--- config.mk ---
export PLATFORM = sky130hd
export DESIGN_NAME = io_wait_table
export DESIGN_NICKNAME = d
export VERILOG_FILES = /design/src/sv/iowt_pkg.sv /design/src/sv/io_wait_table.sv /design/src/sv/iowt_ram.sv
export SDC_FILE = /design/constraint.sdc
export NUM_CORES = 2
export LEC_CHECK = 0
export BUFFER_PORTS_ARGS = -buffer_cell sky130_fd_sc_hd__buf_4
export CAP_MARGIN = 10
export CELL_PAD_IN_SITES_DETAIL_PLACEMENT = 0
export CELL_PAD_IN_SITES_GLOBAL_PLACEMENT = 1
export CORE_ASPECT_RATIO = 0.9
export CORE_UTILIZATION = 25
export DETAILED_ROUTE_END_ITERATION = 8
export HOLD_SLACK_MARGIN = 0.15
export PLACE_DENSITY_LB_ADDON = 0.1
export SLEW_MARGIN = 0
export SYNTH_ARGS = -nofsm -noshare
export SYNTH_HDL_FRONTEND = slang
export SYNTH_SLANG_ARGS = --single-unit
--- constraint.sdc ---
create_clock -name clock -period 9.3 [get_ports clock]
set_clock_uncertainty 0.1 [all_clocks]
set_input_delay 0 -clock clock [delete_from_list [all_inputs] [get_ports clock]]
set_output_delay 0 -clock clock [all_outputs]
set_load 0.005 [all_outputs]
--- src/sv/iowt_pkg.sv ---
// Shared types and codes of the I/O wait table.
package iowt_pkg;

   typedef enum logic [1:0] {
      ST_IDLE,
      ST_SCAN,
      ST_UPDATE,
      ST_RESP
   } state_type;

   localparam logic [1:0] STATUS_PARKED  = 2'd0;
   localparam logic [1:0] STATUS_REFUSED = 2'd1;
   localparam logic [1:0] STATUS_WAKE    = 2'd2;

   localparam int EV_READ_BIT  = 0;
   localparam int EV_WRITE_BIT = 1;

   localparam logic MODE_PARK = 1'b0;
   localparam logic MODE_WAKE = 1'b1;

endpackage

--- src/sv/io_wait_table.sv ---
// Top level of the I/O wait table: handle lookup, park and wake sequencer.
//
// io_wait_table keeps TABLE_SLOTS entries, each binding one file handle to at
// most one waiting reader task and one waiting writer task. A park item
// (mode 0) finds the entry of its handle or claims the lowest free slot and
// records the task in each requested direction; it is refused when the event
// mask is empty, shutdown is set, the table is full, or a requested direction
// is already taken. A wake item (mode 1) releases the waiters whose direction
// is ready, names a task waiting in both directions once, frees the entry
// when nothing is left waiting, and gives one result per woken task (reader
// first) or a single result when nobody is woken. Timing: handle, reader task
// and writer task live in one RAM with one read port, so lookup scans one
// slot per cycle; the scan ends early when the handle is found, and a park
// refused on its mask or on shutdown skips the scan; results are then shown
// one at a time, and req_ready returns in the cycle after the last result is
// accepted. Only one item is in flight. The used and valid bits sit in
// flip-flops cleared by reset, so there is no clearing pass. A csr write loads
// csr_wdata into shutdown; csr_ready is always high.
module io_wait_table #(
   parameter int TABLE_SLOTS = 64,
   parameter int HANDLE_BITS = 16,
   parameter int TASK_BITS   = 8
) (
   input  logic                   clock,
   input  logic                   reset,
   // configuration
   input  logic                   csr_valid,
   output logic                   csr_ready,
   input  logic                   csr_wdata,
   // request channel
   input  logic                   req_valid,
   output logic                   req_ready,
   input  logic                   req_mode,
   input  logic [HANDLE_BITS-1:0] req_handle,
   input  logic [1:0]             req_event_mask,
   input  logic [TASK_BITS-1:0]   req_task_id,
   input  logic                   req_success_flag,
   // response channel
   output logic                   rsp_valid,
   input  logic                   rsp_ready,
   output logic [1:0]             rsp_status,
   output logic                   rsp_woken_valid,
   output logic [TASK_BITS-1:0]   rsp_woken_task,
   output logic                   rsp_woken_success,
   output logic [1:0]             rsp_old_interest,
   output logic [1:0]             rsp_new_interest,
   output logic                   rsp_last
);

   localparam int IDX_W = (TABLE_SLOTS > 1) ? $clog2(TABLE_SLOTS) : 1;
   localparam int CNT_W = $clog2(TABLE_SLOTS + 1);
   localparam int ENT_W = HANDLE_BITS + 2 * TASK_BITS;

   typedef struct packed {
      logic [HANDLE_BITS-1:0] handle;
      logic [TASK_BITS-1:0]   rtask;
      logic [TASK_BITS-1:0]   wtask;
   } entry_type;

   typedef struct packed {
      logic [1:0]           status;
      logic                 woken_valid;
      logic [TASK_BITS-1:0] woken_task;
      logic                 woken_success;
      logic [1:0]           old_interest;
      logic [1:0]           new_interest;
      logic                 last;
   } rsp_type;

   // sequencer state
   iowt_pkg::state_type state_ff, state_in;

   // latched item
   logic                   mode_ff;
   logic [HANDLE_BITS-1:0] handle_ff;
   logic [1:0]             ev_ff;
   logic [TASK_BITS-1:0]   task_ff;
   logic                   succ_ff;

   // scan pipeline
   logic [CNT_W-1:0] rd_idx_ff, rd_idx_in;
   logic [IDX_W-1:0] chk_idx_ff, chk_idx_in;
   logic             chk_vld_ff, chk_vld_in;
   logic             found_ff, found_in;
   logic [IDX_W-1:0] hit_idx_ff, hit_idx_in;
   entry_type        entry_ff, entry_in;
   logic             free_found_ff, free_found_in;
   logic [IDX_W-1:0] free_idx_ff, free_idx_in;

   // per-slot flags
   logic [TABLE_SLOTS-1:0] used_ff, used_in;
   logic [TABLE_SLOTS-1:0] rvalid_ff, rvalid_in;
   logic [TABLE_SLOTS-1:0] wvalid_ff, wvalid_in;

   logic shutdown_ff;

   // result registers
   rsp_type rsp_ff, rsp_in;
   logic    rsp_valid_ff, rsp_valid_in;
   rsp_type pend_ff, pend_in;
   logic    pend_vld_ff, pend_vld_in;

   // RAM port
   logic             ram_rd_en;
   logic             ram_wr_en;
   logic [IDX_W-1:0] ram_wr_addr;
   entry_type        ram_wr_data;
   logic [ENT_W-1:0] ram_rd_raw;
   entry_type        ram_rd_data;

   // update-cycle terms
   logic [IDX_W-1:0] sel_idx;
   logic             have_slot;
   logic             cur_rv, cur_wv;
   logic             park_refuse;
   logic             wake_r, wake_w, wv_mid;
   logic             rv_new, wv_new;
   logic [1:0]       old_int, park_int, wake_int;

   logic req_acc;

   assign req_acc   = req_valid && req_ready;
   assign req_ready = (state_ff == iowt_pkg::ST_IDLE);
   assign csr_ready = 1'b1;

   iowt_ram #(
      .WIDTH (ENT_W),
      .DEPTH (TABLE_SLOTS)
   ) u_entry_ram (
      .clock   (clock),
      .wr_en   (ram_wr_en),
      .wr_addr (ram_wr_addr),
      .wr_data (ram_wr_data),
      .rd_en   (ram_rd_en),
      .rd_addr (rd_idx_ff[IDX_W-1:0]),
      .rd_data (ram_rd_raw)
   );

   assign ram_rd_data = entry_type'(ram_rd_raw);

   // slot chosen by the scan: the handle's entry, else the lowest free one
   always_comb begin
      sel_idx   = found_ff ? hit_idx_ff : free_idx_ff;
      have_slot = found_ff || free_found_ff;
      cur_rv    = found_ff ? rvalid_ff[sel_idx] : 1'b0;
      cur_wv    = found_ff ? wvalid_ff[sel_idx] : 1'b0;
      old_int   = {cur_wv, cur_rv};

      park_refuse = (ev_ff == 2'b00) || shutdown_ff || !have_slot ||
                    (ev_ff[iowt_pkg::EV_READ_BIT]  && cur_rv) ||
                    (ev_ff[iowt_pkg::EV_WRITE_BIT] && cur_wv);
      park_int    = {cur_wv | ev_ff[iowt_pkg::EV_WRITE_BIT],
                     cur_rv | ev_ff[iowt_pkg::EV_READ_BIT]};

      // reader first; a writer with the same task goes with it
      wake_r = ev_ff[iowt_pkg::EV_READ_BIT] && cur_rv;
      rv_new = cur_rv && !wake_r;
      wv_mid = cur_wv && !(wake_r && (entry_ff.wtask == entry_ff.rtask));
      wake_w = ev_ff[iowt_pkg::EV_WRITE_BIT] && wv_mid;
      wv_new = wv_mid && !wake_w;
      wake_int = {wv_new, rv_new};
   end

   always_comb begin
      state_in      = state_ff;
      rd_idx_in     = rd_idx_ff;
      chk_idx_in    = chk_idx_ff;
      chk_vld_in    = 1'b0;
      found_in      = found_ff;
      hit_idx_in    = hit_idx_ff;
      entry_in      = entry_ff;
      free_found_in = free_found_ff;
      free_idx_in   = free_idx_ff;
      used_in       = used_ff;
      rvalid_in     = rvalid_ff;
      wvalid_in     = wvalid_ff;
      rsp_in        = rsp_ff;
      rsp_valid_in  = rsp_valid_ff;
      pend_in       = pend_ff;
      pend_vld_in   = pend_vld_ff;
      ram_rd_en     = 1'b0;
      ram_wr_en     = 1'b0;
      ram_wr_addr   = sel_idx;
      ram_wr_data   = '{handle: handle_ff,
                        rtask: ev_ff[iowt_pkg::EV_READ_BIT]  ? task_ff : entry_ff.rtask,
                        wtask: ev_ff[iowt_pkg::EV_WRITE_BIT] ? task_ff : entry_ff.wtask};

      unique case (state_ff)
         iowt_pkg::ST_IDLE: begin
            if (req_acc) begin
               rd_idx_in     = '0;
               found_in      = 1'b0;
               free_found_in = 1'b0;
               // a park refused on its mask or on shutdown needs no lookup
               if (req_mode == iowt_pkg::MODE_PARK &&
                   (req_event_mask == 2'b00 || shutdown_ff)) begin
                  state_in = iowt_pkg::ST_UPDATE;
               end else begin
                  state_in = iowt_pkg::ST_SCAN;
               end
            end
         end

         iowt_pkg::ST_SCAN: begin
            ram_rd_en  = (rd_idx_ff < CNT_W'(TABLE_SLOTS));
            chk_vld_in = ram_rd_en;
            chk_idx_in = rd_idx_ff[IDX_W-1:0];
            if (ram_rd_en) begin
               rd_idx_in = rd_idx_ff + CNT_W'(1);
            end
            if (chk_vld_ff) begin
               if (used_ff[chk_idx_ff] && ram_rd_data.handle == handle_ff) begin
                  found_in   = 1'b1;
                  hit_idx_in = chk_idx_ff;
                  entry_in   = ram_rd_data;
                  chk_vld_in = 1'b0;
                  state_in   = iowt_pkg::ST_UPDATE;
               end else begin
                  if (!used_ff[chk_idx_ff] && !free_found_ff) begin
                     free_found_in = 1'b1;
                     free_idx_in   = chk_idx_ff;
                  end
                  if (chk_idx_ff == IDX_W'(TABLE_SLOTS - 1)) begin
                     state_in = iowt_pkg::ST_UPDATE;
                  end
               end
            end
         end

         iowt_pkg::ST_UPDATE: begin
            rsp_in       = '0;
            rsp_in.last  = 1'b1;
            pend_in      = '0;
            pend_vld_in  = 1'b0;
            rsp_valid_in = 1'b1;
            state_in     = iowt_pkg::ST_RESP;
            if (mode_ff == iowt_pkg::MODE_PARK) begin
               if (park_refuse) begin
                  rsp_in.status = iowt_pkg::STATUS_REFUSED;
               end else begin
                  ram_wr_en            = 1'b1;
                  used_in[sel_idx]     = 1'b1;
                  rvalid_in[sel_idx]   = park_int[iowt_pkg::EV_READ_BIT];
                  wvalid_in[sel_idx]   = park_int[iowt_pkg::EV_WRITE_BIT];
                  rsp_in.status        = iowt_pkg::STATUS_PARKED;
                  rsp_in.old_interest  = old_int;
                  rsp_in.new_interest  = park_int;
               end
            end else begin
               rsp_in.status = iowt_pkg::STATUS_WAKE;
               if (found_ff) begin
                  rvalid_in[sel_idx]  = rv_new;
                  wvalid_in[sel_idx]  = wv_new;
                  if (wake_int == 2'b00) begin
                     used_in[sel_idx] = 1'b0;
                  end
                  rsp_in.old_interest = old_int;
                  rsp_in.new_interest = wake_int;
                  if (wake_r || wake_w) begin
                     rsp_in.woken_valid   = 1'b1;
                     rsp_in.woken_success = succ_ff;
                     rsp_in.woken_task    = wake_r ? entry_ff.rtask : entry_ff.wtask;
                  end
                  if (wake_r && wake_w) begin
                     rsp_in.last   = 1'b0;
                     pend_in       = rsp_in;
                     pend_in.woken_task = entry_ff.wtask;
                     pend_in.last  = 1'b1;
                     pend_vld_in   = 1'b1;
                  end
               end
            end
         end

         iowt_pkg::ST_RESP: begin
            if (rsp_ready) begin
               if (pend_vld_ff) begin
                  rsp_in      = pend_ff;
                  pend_vld_in = 1'b0;
               end else begin
                  rsp_valid_in = 1'b0;
                  state_in     = iowt_pkg::ST_IDLE;
               end
            end
         end

         default: begin
            state_in = iowt_pkg::ST_IDLE;
         end
      endcase
   end

   // state register
   always_ff @(posedge clock) begin
      if (reset) begin
         state_ff <= iowt_pkg::ST_IDLE;
      end else begin
         state_ff <= state_in;
      end
   end

   // control registers
   always_ff @(posedge clock) begin
      if (reset) begin
         chk_vld_ff   <= 1'b0;
         used_ff      <= '0;
         rvalid_ff    <= '0;
         wvalid_ff    <= '0;
         rsp_valid_ff <= 1'b0;
         pend_vld_ff  <= 1'b0;
         shutdown_ff  <= 1'b0;
      end else begin
         chk_vld_ff   <= chk_vld_in;
         used_ff      <= used_in;
         rvalid_ff    <= rvalid_in;
         wvalid_ff    <= wvalid_in;
         rsp_valid_ff <= rsp_valid_in;
         pend_vld_ff  <= pend_vld_in;
         if (csr_valid && csr_ready) begin
            shutdown_ff <= csr_wdata;
         end
      end
   end

   // payload registers
   always_ff @(posedge clock) begin
      if (req_acc) begin
         mode_ff   <= req_mode;
         handle_ff <= req_handle;
         ev_ff     <= req_event_mask;
         task_ff   <= req_task_id;
         succ_ff   <= req_success_flag;
      end
      rd_idx_ff     <= rd_idx_in;
      chk_idx_ff    <= chk_idx_in;
      found_ff      <= found_in;
      hit_idx_ff    <= hit_idx_in;
      entry_ff      <= entry_in;
      free_found_ff <= free_found_in;
      free_idx_ff   <= free_idx_in;
      rsp_ff        <= rsp_in;
      pend_ff       <= pend_in;
   end

   assign rsp_valid         = rsp_valid_ff;
   assign rsp_status        = rsp_ff.status;
   assign rsp_woken_valid   = rsp_ff.woken_valid;
   assign rsp_woken_task    = rsp_ff.woken_task;
   assign rsp_woken_success = rsp_ff.woken_success;
   assign rsp_old_interest  = rsp_ff.old_interest;
   assign rsp_new_interest  = rsp_ff.new_interest;
   assign rsp_last          = rsp_ff.last;

   // a waiter is only ever recorded on a slot that is in use
   a_valid_in_used: assert property (@(posedge clock) disable iff (reset)
      ((rvalid_ff | wvalid_ff) & ~used_ff) == '0)
      else $error("waiter recorded on a free slot");

   // a second woken task is pending, so the shown item cannot be the last one
   a_pend_not_last: assert property (@(posedge clock) disable iff (reset)
      rsp_valid_ff && pend_vld_ff |-> !rsp_ff.last)
      else $error("last flag set while a result is pending");

   // one item at a time: no new request while a result is shown
   a_no_overlap: assert property (@(posedge clock) disable iff (reset)
      req_ready |-> !rsp_valid_ff && !pend_vld_ff)
      else $error("request accepted while results outstanding");

   // only a wake names a woken task
   a_woken_is_wake: assert property (@(posedge clock) disable iff (reset)
      rsp_valid_ff && rsp_ff.woken_valid |-> rsp_ff.status == iowt_pkg::STATUS_WAKE)
      else $error("woken task on a park result");

endmodule

--- src/sv/iowt_ram.sv ---
// Generic single-write, single-read RAM with registered read data.
module iowt_ram #(
   parameter int WIDTH = 32,
   parameter int DEPTH = 64
) (
   input  logic                                 clock,
   input  logic                                 wr_en,
   input  logic [(DEPTH > 1 ? $clog2(DEPTH) : 1)-1:0] wr_addr,
   input  logic [WIDTH-1:0]                     wr_data,
   input  logic                                 rd_en,
   input  logic [(DEPTH > 1 ? $clog2(DEPTH) : 1)-1:0] rd_addr,
   output logic [WIDTH-1:0]                     rd_data
);

   logic [WIDTH-1:0] mem_ff [DEPTH];
   logic [WIDTH-1:0] rd_data_ff;

   always_ff @(posedge clock) begin
      if (wr_en) begin
         mem_ff[wr_addr] <= wr_data;
      end
      if (rd_en) begin
         rd_data_ff <= mem_ff[rd_addr];
      end
   end

   assign rd_data = rd_data_ff;

endmodule
======== Word level (Yosys, flattened, before mapping) ========
Memories as Yosys holds them, arrays and structs flattened. A register that Yosys moved wholly into a read port is not among the register bits.
Index checks and enable logic that the tools add are counted.
operators by class
  $add $sub $neg .......................... 1
  multipliers ............................. 0
  divide/modulo/power cells ............... 0
  $lt $le $gt $ge ......................... 4
  equality and inequality tests ........... 19
  shift operators ......................... 0
  muxes and demuxes ....................... 76
  bitwise operators ....................... 8
  reduce and logical (&&, ||, !) cells .... 46
operators with widths
  cell                  count
  $mux W64              10
  $bwmux W64            4
  $and A64 B64 Y64      1
  $not A64 Y64          1
  $or A64 B64 Y64       1
  $mux W17              3
  $pmux W17 S2          1
  $mux W1               29
  $mux W8               3
  $mux W10              2
  $bmux W1 S6           3
  $ne A2 B2 Y1 const B  9
  $reduce_and A3 Y1     6
  $eq A16 B16 Y1        1
  $mux W2               8
  $mux W15              1
  $lt A6 B7 Y1 const B  2
  $mux W7               2
  $pmux W7 S2           1
  $logic_and A1 B1 Y1   13
  $reduce_and A4 Y1     3
  $reduce_and A5 Y1     2
  $eq A8 B8 Y1          1
  $logic_not A2 Y1      4
  other kinds (20)      43
storage, ports and cells
  register bits ........................... 303
  bits in latches ......................... 0
  RAM bits ................................ 2,048
  bits in read-only memories .............. 0
  input port bits ......................... 34
  word-level logic and storage cells ...... 190
  memories kept ........................... 1
memories
  memory              words  bits a word  read ports  clocked after memory_dff  write ports  RTL line        source
  u_entry_ram.mem_ff  64     32           1           1                         1            iowt_ram.sv:15  logic [WIDTH-1:0] mem_ff [DEPTH];

======== Longest topological paths before layout ========
  depth in word-level cells ............... 15
  gate-level depth with buffers ........... 17
  depth with buffers taken out ............ 10

======== Hierarchy ========
Synthesis repeated with hierarchy kept, for this count alone.
second synthesis, totals
  cell total of the unflattened synthesis .. 4,753
  area total of the unflattened synthesis .. 93,360.8 µm²
by module, submodules not included
  module         times used  cells an instance  area each (µm²)
  iowt_ram       1           3,362              78,725.5
  io_wait_table  1           1,391              14,635.3

======== Least setup slack after synthesis ========
No wires, ideal clock.
  path kind ............................... reg2reg
  start point ............................. reg found_ff
  end point ............................... mem u_entry_ram.mem_ff[10][0], enable pin
  data arrival time ....................... 5.018 ns
  data required time ...................... 8.739 ns
  setup slack ............................. 3.721 ns
  stages on the path, launching flop included .. 16
  buffers on the path ..................... 6
  clock period less this slack ............ 5.579 ns
  cells stage by stage .................... edfxtp_1 buf_6 buf_6 buf_4 or3b_2 a21oi_1 nand2_1 o22ai_1 a211oi_2 nand3_1 buf_4 nand4_4 or2_1 buf_2 buf_2 nor3_1
on the way
  cells in the longest elaborated chain, start to end .. 12
  elaborated cells on any way between the ends .. 19
  classes of those cells .................. 12 x mux; 7 x reduce/logical
ends and longest elaborated chain
  item                           RTL line              source
  start, declared                io_wait_table.sv:84   logic found_ff, found_in;
  start signal, assigned         io_wait_table.sv:336  found_ff <= found_in;
  $mux W6                        io_wait_table.sv:143  sel_idx = found_ff ? hit_idx_ff : free_idx_ff;
  $bmux W1 S6                    io_wait_table.sv:145  cur_rv = found_ff ? rvalid_ff[sel_idx] : 1'b0;
  $mux W1 (not written as such)  io_wait_table.sv:145
  $mux W1                        io_wait_table.sv:145
  $logic_and A1 B1 Y1            io_wait_table.sv:150  (ev_ff[iowt_pkg::EV_READ_BIT] && cur_rv) ||
  $logic_or A1 B1 Y1             io_wait_table.sv:149  park_refuse = (ev_ff == 2'b00) || shutdown_ff || !have_slot ||
  $logic_or A1 B1 Y1             io_wait_table.sv:150
  $mux W1                        io_wait_table.sv:238  if (park_refuse) begin
  $mux W1                        io_wait_table.sv:237  if (mode_ff == iowt_pkg::MODE_PARK) begin
  $mux W1                        io_wait_table.sv:188  unique case (state_ff)
  $mux W1                        iowt_ram.sv:19        if (wr_en) begin
  $mux W1 (not written as such)  iowt_ram.sv:20        mem_ff[wr_addr] <= wr_data;
  end, declared                  iowt_ram.sv:15
Several ways; a longest one is shown, not always the timed one. The select of a mux whose other input is x is not followed.

======== Worst setup path in the final report ========
  start point ............................. reg found_ff
  end point ............................... mem u_entry_ram.mem_ff[16][7], enable pin
Same word-level chain as after synthesis.

==> impl_metrics.yaml <==
die:
  dieHeight_um: 581
  core-area_sq_mm: 0.371
  num_rows: 212
  die-area_sq_mm: 0.375
  die_w_um: 646
  start_util_pct: 25.1
  io-pin-count: 54
hold_path:
  holdPathStages: 3
  worstHoldPathType: "in2reg"
synth:
  synthXorXnorAreaFrac_pct: 0.272
  synth_warnings: 0
  avgSynthCellArea_sq_um: 21.1
  synth_top_family_by_area: "multiplexers"
  synth_cell_type_count: 80
  async_flop_share_pct: 0
  yosysSeqAreaShare_pct: 74.6
  synth_compound_area_share_pct: 3.10
  synthSimpleGateAreaFrac_pct: 2.54
  synth_area_leader_cell: "edfxtp_1"
  syn_area_sq_mm: 0.0932
  synthCells: 4426
  synth.ff_latch_count: 2381
  yosysTopAreaCellShare_pct: 70.3
  synthTopCellsByArea: "edfxtp_1 70%, mux4_2 17%, dfxtp_1 4.3%, a21oi_1 0.89%, mux2i_1 0.85%"
  synth-edff-count: 2183
  muxShareOfSynthArea_pct: 17.9
  ys.flop_type: "edfxtp_1"
  synthAdderAreaFrac_pct: 0.0671
cts:
  cts_buffers: 284
  clk_path_buf_depth: 4
  clock_sinks: 2381
  clk_latency_ns: 0.90
  root_buffer: "clkbuf_16"
  cts_tree: "done"
  cts.clk_slew.worst_paths_ns: 0.06
  htreeDepth: 5
critical_path:
  r2r_cells: 12
  slowest_stage: "edfxtp_1"
  cp_top_family: "simple AND/OR/NAND/NOR gates"
  path_class: "reg2reg"
  path_max_fanout: 25
  cp_num_cells: 12
  cp-end-kind: "flip-flop"
  crit_path_start_kind: "flip-flop"
  max_stage_delay_ns: 1.03
  worst_path_most_repeated_cell: "nand3_1"
  crit_buf_inv: 2
  cp_cell_sequence: "buf_4 -> mux2i_2 -> nand2_1 -> o32a_1 -> nand3_1 -> a2111oi_2 -> nand3_1 -> nand4_4 -> nor2_4 -> nand3_1 -> nor2_4 -> buf_4"
  worst_ep_arrival_time_ns: 7.41
  required_ns: 9.75
routing:
  drc: 0
  drtIter0Drc: 4176
  vias_per_cell: 4.65
  ant_nets: 0
  wl_um: 312000
  avgRoutedWirePerCell_um: 31.7
  via_count: 45900
  drt_first_pass_iters: 5
final_layout:
  area_delta_synth_final_pct: 17.8
  final_cells: 9858
  postLayoutCellArea_sq_mm: 0.110
  multi_input_area_sq_mm: 0.0226
  post-route-util_pct: 29.6
  seqCellArea_sq_mm: 0.0695
  finalNetCount: 4743
  layout-drive-gt1-share_pct: 29.2
  fillers: 36100
placed_design:
  pre_cts_slack_ns: 2.32
  dp_hpwl_um: 184000
  dpl_cell_area_sq_mm: 0.100
  portBuffers: 52
  dp_cells: 9269
  gp_congestion: 0.759
sta:
  finalSetupTns_ns: 0
  layout_setup_ws_ns: 2.34
  tightest_slew_ns: 1.17
  setup_viol: 0
  fin_crit_ns: 6.96
  slew-limit-headroom_pct: 22.1
  hold_slack_ns: 0.260
  hold_viol_final: 0
  finalCritPeriodShare_pct: 74.8
  finalMaxSlewViolations: 0
  fmax_mhz: 144
  rsz0062_at_grt: "false"
global_route:
  grt_overflow: 0
  grt_max_degree: 133
  antenna_found_initial: 43
  grt_pass1_vias: 47200
  grt_use_total_pct: 16.4
  grt_first_pass_wirelength_um: 425000
flow_run:
  cap_violations: 0
run_status:
  status: "completed"
power_and_ir_drop:
  power_density_mw_per_mm2: 301
  leakage_nw: 33.5
  ir_drop_uv: 425
  finalPower_mw: 33.0
==> report_power, final <==
| part | total (mW) | switching, mW | internal [mW] |
|---|---|---|---|
| Sequential | 12.7 | 0.174 | 12.5 |
| Combinational | 9.47 | 6.01 | 3.47 |
| Clock | 10.9 | 4.53 | 6.35 |
| Total | 33.0 | 10.7 | 22.3 |
==> cell families after synthesis <==
kind of cell    Yosys count
buf+inv                 325
simple gates            488
flops                  2381
other cells               2
mux                     798
fa+ha+maj                 5
xor+xnor                 29
compound gates          398
==> synthesized netlist by cell type, types with 26 or more instances <==
cell / n
edfxtp_1: 2183
mux4_2: 693
dfxtp_1: 198
nand2_1: 178
clkbuf_1: 175
a21oi_1: 166
nor2_1: 112
mux2i_1: 79
nand2b_1: 72
a211oi_2: 59
inv_1: 48
o31ai_1: 46
buf_1: 42
buf_2: 35
nor3_1: 27
o21ai_0: 26
==> sequential cells by signal, indices dropped and copies added, names as in the netlist, 8 cells and up, named ones only <==
signal,count
entry_ff,16
handle_ff,16
pend_ff,15
rsp_woken_task,8
rvalid_ff,64
task_ff,8
u_entry_ram.mem_ff,2048
u_entry_ram.rd_data,32
wvalid_ff,64
==> per-layer routing <==
metal	track usage [%]	up-vias	wire length (um)
li1	-	19100	-
met1	23.9	25300	147000
met2	26.0	1100	144000
met3	2.25	361	14100
met4	3.82	2	7810
met5	0	-	16
==> final timing paths <==
| check | from | slack [ns] | end |
|---|---|---|---|
| worst min-delay path | req_handle[12] | 0.26 | handle_ff[12] |
| worst max register to register | found_ff | 2.34 | u_entry_ram.mem_ff[16][7] |
| worst min register to register | u_entry_ram.rd_data[4] | 0.33 | entry_ff[4] |
| worst max-delay path | found_ff | 2.34 | u_entry_ram.mem_ff[16][7] |
==> area by class of cell <==
type | count | area share, %
multi-input cells | 1721 | 20.6
clock buffers | 367 | 6.90
flip-flops and latches | 2381 | 63.3
well taps | 4922 | 5.61
clock inverters | 139 | 1.20
inverters | 48 | 0.164
diodes | 12 | 0.0273
repair buffers | 268 | 2.17
==> timing repair <==
action	CTS	global route
hold buffers	70	0
setup buffers	0	0
endpoints found under the hold margin	239	0
gates resized for setup	0	0
==> placed cells by master, fill, tap and decap left out, drive strengths merged, types with 12 or more instances in the layout <==
| master | n |
|---|---|
| dfxtp | 198 |
| clkbuf | 367 |
| nor3 | 28 |
| o31ai | 46 |
| mux2i | 82 |
| mux2 | 23 |
| xor2 | 17 |
| bufinv | 21 |
| o21ai | 30 |
| nand3 | 21 |
| nor2 | 113 |
| clkinv | 102 |
| diode | 12 |
| a21oi | 166 |
| edfxtp | 2183 |
| xnor2 | 12 |
| nand2b | 72 |
| and2 | 20 |
| dlygate4sd3 | 69 |
| a311oi | 17 |
| mux4 | 693 |
| buf | 199 |
| nand2 | 178 |
| inv | 64 |
| a211oi | 69 |
==> tightest hold or removal path: stages <==
cell           delay [ns]
dlygate4sd3_1        0.53
buf_4                0.10
dlygate4sd3_1        0.53
(Power assumes the default switching activity.)
